### src/sv/sliding_window_median_assert.svh
`ifndef SLIDING_WINDOW_MEDIAN_ASSERT_SVH
`define SLIDING_WINDOW_MEDIAN_ASSERT_SVH

// invariant checked at every clock edge outside reset
`define SWM_ASSERT(lbl, prop, msg) \
	lbl: assert property (@(posedge clk) disable iff (!arst_n) (prop)) else $error(msg);

// condition in the cycle after a trigger
`define SWM_ASSERT_NEXT(lbl, ante, cons, msg) \
	lbl: assert property (@(posedge clk) disable iff (!arst_n) (ante) |=> (cons)) \
		else $error(msg);

`endif

### src/sv/swm_pkg.sv
package swm_pkg;

	localparam int SAMPLE_W    = 32;
	localparam int RESULT_W    = 33;
	localparam int CFG_W       = 7;
	localparam int DEPTH_DEF   = 64;
	localparam int LEN_RESET   = 3;
	localparam int PADDR_W     = 3;
	localparam int PDATA_W     = 32;
	localparam logic [PADDR_W-1:0] ADDR_WINDOW_LENGTH = 3'd0;

	typedef enum logic [2:0] {
		ST_IDLE,
		ST_READ,
		ST_REMOVE,
		ST_INSERT,
		ST_EMIT
	} state_t;

	typedef struct packed {
		logic take;
		logic read;
		logic remove;
		logic insert;
		logic emit;
	} cmd_t;

	typedef struct packed {
		logic full;
		logic will_emit;
		logic out_free;
	} sts_t;

endpackage

### src/sv/swm_ctrl.sv
module swm_ctrl (
	input  logic           clk,
	input  logic           arst_n,
	input  logic           in_valid,
	output logic           in_ready,
	input  swm_pkg::sts_t  sts,
	output swm_pkg::cmd_t  cmd
);
	import swm_pkg::*;

	state_t state_q, state_d;

	always_ff @(posedge clk or negedge arst_n) begin
		if (!arst_n) begin
			state_q <= ST_IDLE;
		end else begin
			state_q <= state_d;
		end
	end

	always_comb begin
		state_d  = state_q;
		cmd      = '0;
		in_ready = 1'b0;
		unique case (state_q)
			ST_IDLE: begin
				in_ready = 1'b1;
				if (in_valid) begin
					cmd.take = 1'b1;
					state_d  = ST_READ;
				end
			end
			ST_READ: begin
				cmd.read = 1'b1;
				state_d  = sts.full ? ST_REMOVE : ST_INSERT;
			end
			ST_REMOVE: begin
				cmd.remove = 1'b1;
				state_d    = ST_INSERT;
			end
			ST_INSERT: begin
				cmd.insert = 1'b1;
				state_d    = sts.will_emit ? ST_EMIT : ST_IDLE;
			end
			ST_EMIT: begin
				if (sts.out_free) begin
					cmd.emit = 1'b1;
					state_d  = ST_IDLE;
				end
			end
			default: state_d = ST_IDLE;
		endcase
	end

	`include "sliding_window_median_assert.svh"

	`SWM_ASSERT(a_one_cmd, $onehot0(cmd), "more than one datapath command")
	`SWM_ASSERT_NEXT(a_remove_then_insert, cmd.remove, cmd.insert, "remove not followed by insert")
	`SWM_ASSERT_NEXT(a_take_then_read, cmd.take, cmd.read, "accepted sample not read")
endmodule

### config.mk
export PLATFORM = sky130hd
export DESIGN_NAME = swm_ctrl
export DESIGN_NICKNAME = d
export VERILOG_FILES = /design/src/sv/swm_pkg.sv /design/src/sv/swm_ctrl.sv
export VERILOG_INCLUDE_DIRS = /design/src /design/src/sv
export SDC_FILE = /design/constraint.sdc
export NUM_CORES = 1
export LEC_CHECK = 0
export BUFFER_PORTS_ARGS = -buffer_cell sky130_fd_sc_hd__buf_2
export CAP_MARGIN = 20
export CORE_AREA = 2 2 39 41
export CTS_BUF_LIST = sky130_fd_sc_hd__clkbuf_4
export DETAILED_ROUTE_END_ITERATION = 10
export DIE_AREA = 0 0 41 43
export HOLD_SLACK_MARGIN = 0.12
export PLACE_DENSITY = 0.43
export SLEW_MARGIN = 40
export SYNTH_ARGS = -nofsm -noshare
export SYNTH_HDL_FRONTEND = slang
export SYNTH_SLANG_ARGS = --single-unit
### constraint.sdc
create_clock -name clk -period 1.01 [get_ports clk]
set_input_delay 0.0505 -clock clk [delete_from_list [all_inputs] [get_ports clk]]
set_output_delay 0.0505 -clock clk [all_outputs]
set_load 0.02 [all_outputs]
==> Word level (Yosys, flattened, before mapping) <==
Cells that the tools add are included.
Widths: inputs -> output; s select.
{ "word_totals": {"register_bits": 3, "out_inout_bits": 6} }
{ "classes": {"n_eq_ne": 6, "n_mux": 13, "n_reduce_logical": 2} }
{ "ops": {"columns": ["op", "count"], "rows": [
  ["$pmux 3 s5", 1],
  ["$mux 1", 9],
  ["$mux 3", 3],
  ["$eq 3x2->1 const B", 2],
  ["$ne 2x2->1 const B", 2],
  ["$eq 3x1->1 const B", 1],
  ["$eq 3x3->1 const B", 1],
  ["$logic_not 3->1", 1],
  ["$reduce_and 2->1", 1]
]} }

==> Longest topological paths before layout <==
{ "depth": {"word_depth": 3, "depth_mapped": 3, "depth_no_buf": 2} }

==> Worst setup path before layout <==
OpenSTA, ideal clock, no wires.
{ "synth_path": {"path_type": "reg2out", "from": "register state_q[1]", "to": "output port cmd[4] (netlist bit)", "arrival_ns": 1.302, "t_required_ns": 0.959, "slack_ns": -0.343, "path_stages_with_launch": 4, "cell_sequence": "dfrtp_1 buf_6 nor3_1 and2_1"} }
{ "synth_rtl": {"columns": ["element", "line_no", "source"], "rows": [
  ["start, declared", "swm_ctrl.sv:11", "state_t state_q, state_d;"],
  ["start signal, assigned", "swm_ctrl.sv:17", "state_q <= state_d;"],
  ["end, declared", "swm_ctrl.sv:7", "output swm_pkg::cmd_t cmd"]
]} }

==> out/qor.yml <==
ioPinCount: 12
first_global_vias: 227
clock-sinks: 3
num_rows: 14
swShare: 0.385
area_growth_pct: 135
core-area_um2: 1380
drt_iter0_drc: 0
clock-root-buffer: "clkbuf_4"
power_frac_comb: 0.615
power_switching_w: 0.000541
netlist_instances: 19
crit_path_max_fanout: 7
via_per_inst: 3.88
rrSetupSlack_ns: -0.06
slew_violations: 0
dpl.cell_count: 45
setup_viol: 8
clock_skew_ns: 0.00465
gp_congestion: 0.616
syn_area_um2: 184
reg2regPathDepth: 3
clk_pin_slew_ns: 0.04
die_w_um: 41
arrival_ns: 1.17
synth_area_per_cell_um2: 9.68
antenna_left: 0
period_share: 1.21
fmax_mhz: 820
grt_antenna_before_repair: 0
first_pass_iters: 1
synthTopCellsByCount: "nor2_1, dfrtp_1"
rsz0062_at_grt: "yes"
vdd_drop_max_uv: 1190
crit_path_end: "cmd[2]"
reg2reg_from: "state_q[1]$_DFFE_PN0P_"
yosys_warnings: 0
yosys_most_used_dff: "dfrtp_1"
async_flop_share: 1.00
largest_register_ffs: 3
pre_cts_ws_ns: -0.0517
min_period_ns: 1.22
grt_pass1_wl_um: 828
htreeDepth: 1
fin_util: 0.312
cts_tree: "done"
routed-via-count: 229
p_int_w: 0.000864
grt_overflow: 0
tightest_slew_ns: 0.278
synthTopCellsByArea: "dfrtp_1, nor2_1, and4bb_2, buf_6, and3b_1"
clockPowerShare: 0.166
ys_seq_area_frac: 0.408
grt_max_degree: 8
synth_edf_count: 0
placement.io_buffers: 11
worstPathRequired_ns: 0.96
status: "finished with violations"
top_regs: "state_q: 3 flops"
critical_path_class: "reg2out"
regToRegEndpoint: "state_q[0]$_DFFE_PN0P_"
slew_headroom: 0.812
die_h_um: 43
worst_setup_path_end_kind: "primary output"
leakage_nw: 0.207
total_power_w: 0.00141
wire_per_inst_um: 8.92
nNetsFinal: 50
grt_use_total: 0.0714
wl_um: 526
diodes: 0
regMostFlops: "state_q"
die_area_um2: 1760
route.detailed.drc: 0
setup_slack_ns: -0.209
violations: "setup timing"
drv_cap: 0
synth.most_common_cell: "nor2_1"
synth_top_area_cell: "dfrtp_1"
hpwl_um: 319
start_util: 0.133
ys_types: 14
clk-insertion-delay-late_ns: 0.23
cts_buffer_depth: 2
fillers: 146
hp-class: "in2async"
drive_gt1_frac: 0.698
seqPwrFrac: 0.219
synth_top_cell_area_share: 0.408
layout.cells.non_filler: 59
setup.worst_path.start: "state_q[2]$_DFFE_PN0P_"
worst_setup_path_start_kind: "flip-flop"
hold_viol: 0
power_density_nw_per_um2: 3260
syn-num-nets: 25
ys_seq_elements: 3
numCtsBuffers: 3
kinds of logic (layout without fill, tap and decap cells):
family | after synthesis | count (layout) | share of synthesized area
XOR/XNOR | 1 | 1 | 0.0476
flip-flops | 3 | 3 | 0.408
AND/OR/NAND/NOR | 11 | 11 | 0.374
buffers and inverters | 2 | 26 | 0.0816
AO/OA/AOI/OAI | 2 | 2 | 0.0885
routing by layer:
layer	vias up	global-route usage	part of all wire
met2	14	0.113	0.43
met5	-	0	0
met1	102	0.0710	0.44
met3	0	0.0366	0.13
met4	0	0.0400	0
li1	113	-	-
cells in the final DEF, fill, tap and decap left out, types with 3 or more instances in the layout:
master | Yosys | routed
buf_4 | 0 | 7
dlygate4sd3_1 | 0 | 5
buf_2 | 0 | 5
clkbuf_4 | 0 | 4
buf_6 | 1 | 4
nor2_1 | 4 | 3
dfrtp_2 | 0 | 3
area by class of cell:
type | count | area, um^2 | share of cell area
clock buffer | 4 | 30.0 | 0.0696
inverter | 1 | 3.75 | 0.00870
multi-input combinational | 14 | 126 | 0.293
sequential | 3 | 78.8 | 0.183
tap | 16 | 20.0 | 0.0464
timing repair buffer | 21 | 173 | 0.400
power groups by stage:
stage,logic [W],clock network [W],registers (W)
after floorplan,0.000461,0,0.000242
after global placement,0.000504,0,0.000312
after detailed placement,0.000497,0,0.000307
after CTS,0.000770,0.000245,0.000304
after global routing,0.000929,0.000255,0.000325
final,0.000864,0.000234,0.000307
what timing repair did:
item / in CTS / in global routing
pin swaps: 3 / 0
resized for setup: 15 / 2
gates cloned: 0 / 0
endpoints found under the hold margin: 5 / 0
endpoints found under the setup margin: 7 / 8
buffers inserted: 3 / 2
hold buffers: 5 / 0
worst max-delay path: stages (launching register included):
cell and delay (ns):
dfrtp_2 0.45, or2_4 0.29, nor2_4 0.08, buf_6 0.12
stage by stage:
stage          hold WS, ns  TNS [ns]  instance area (um^2)
2_1_floorplan       -0.245   -0.0469                   199
3_3_place_gp        -0.153   -0.0938                   263
3_5_place_dp        -0.151   -0.0735                   263
4_1_cts              0.135     -1.01                   407
5_1_grt              0.149     -1.41                   432
6_report             0.144     -1.01                   432
worst min-delay path by stage:
stage                                         to  cells after the start
after floorplan           state_q[0]$_DFFE_PN0P_                      0
after global placement    state_q[2]$_DFFE_PN0P_                      1
after detailed placement  state_q[2]$_DFFE_PN0P_                      1
after CTS                 state_q[2]$_DFFE_PN0P_                      2
after global routing      state_q[2]$_DFFE_PN0P_                      2
final                     state_q[2]$_DFFE_PN0P_                      2
(Power assumes the default switching activity.)
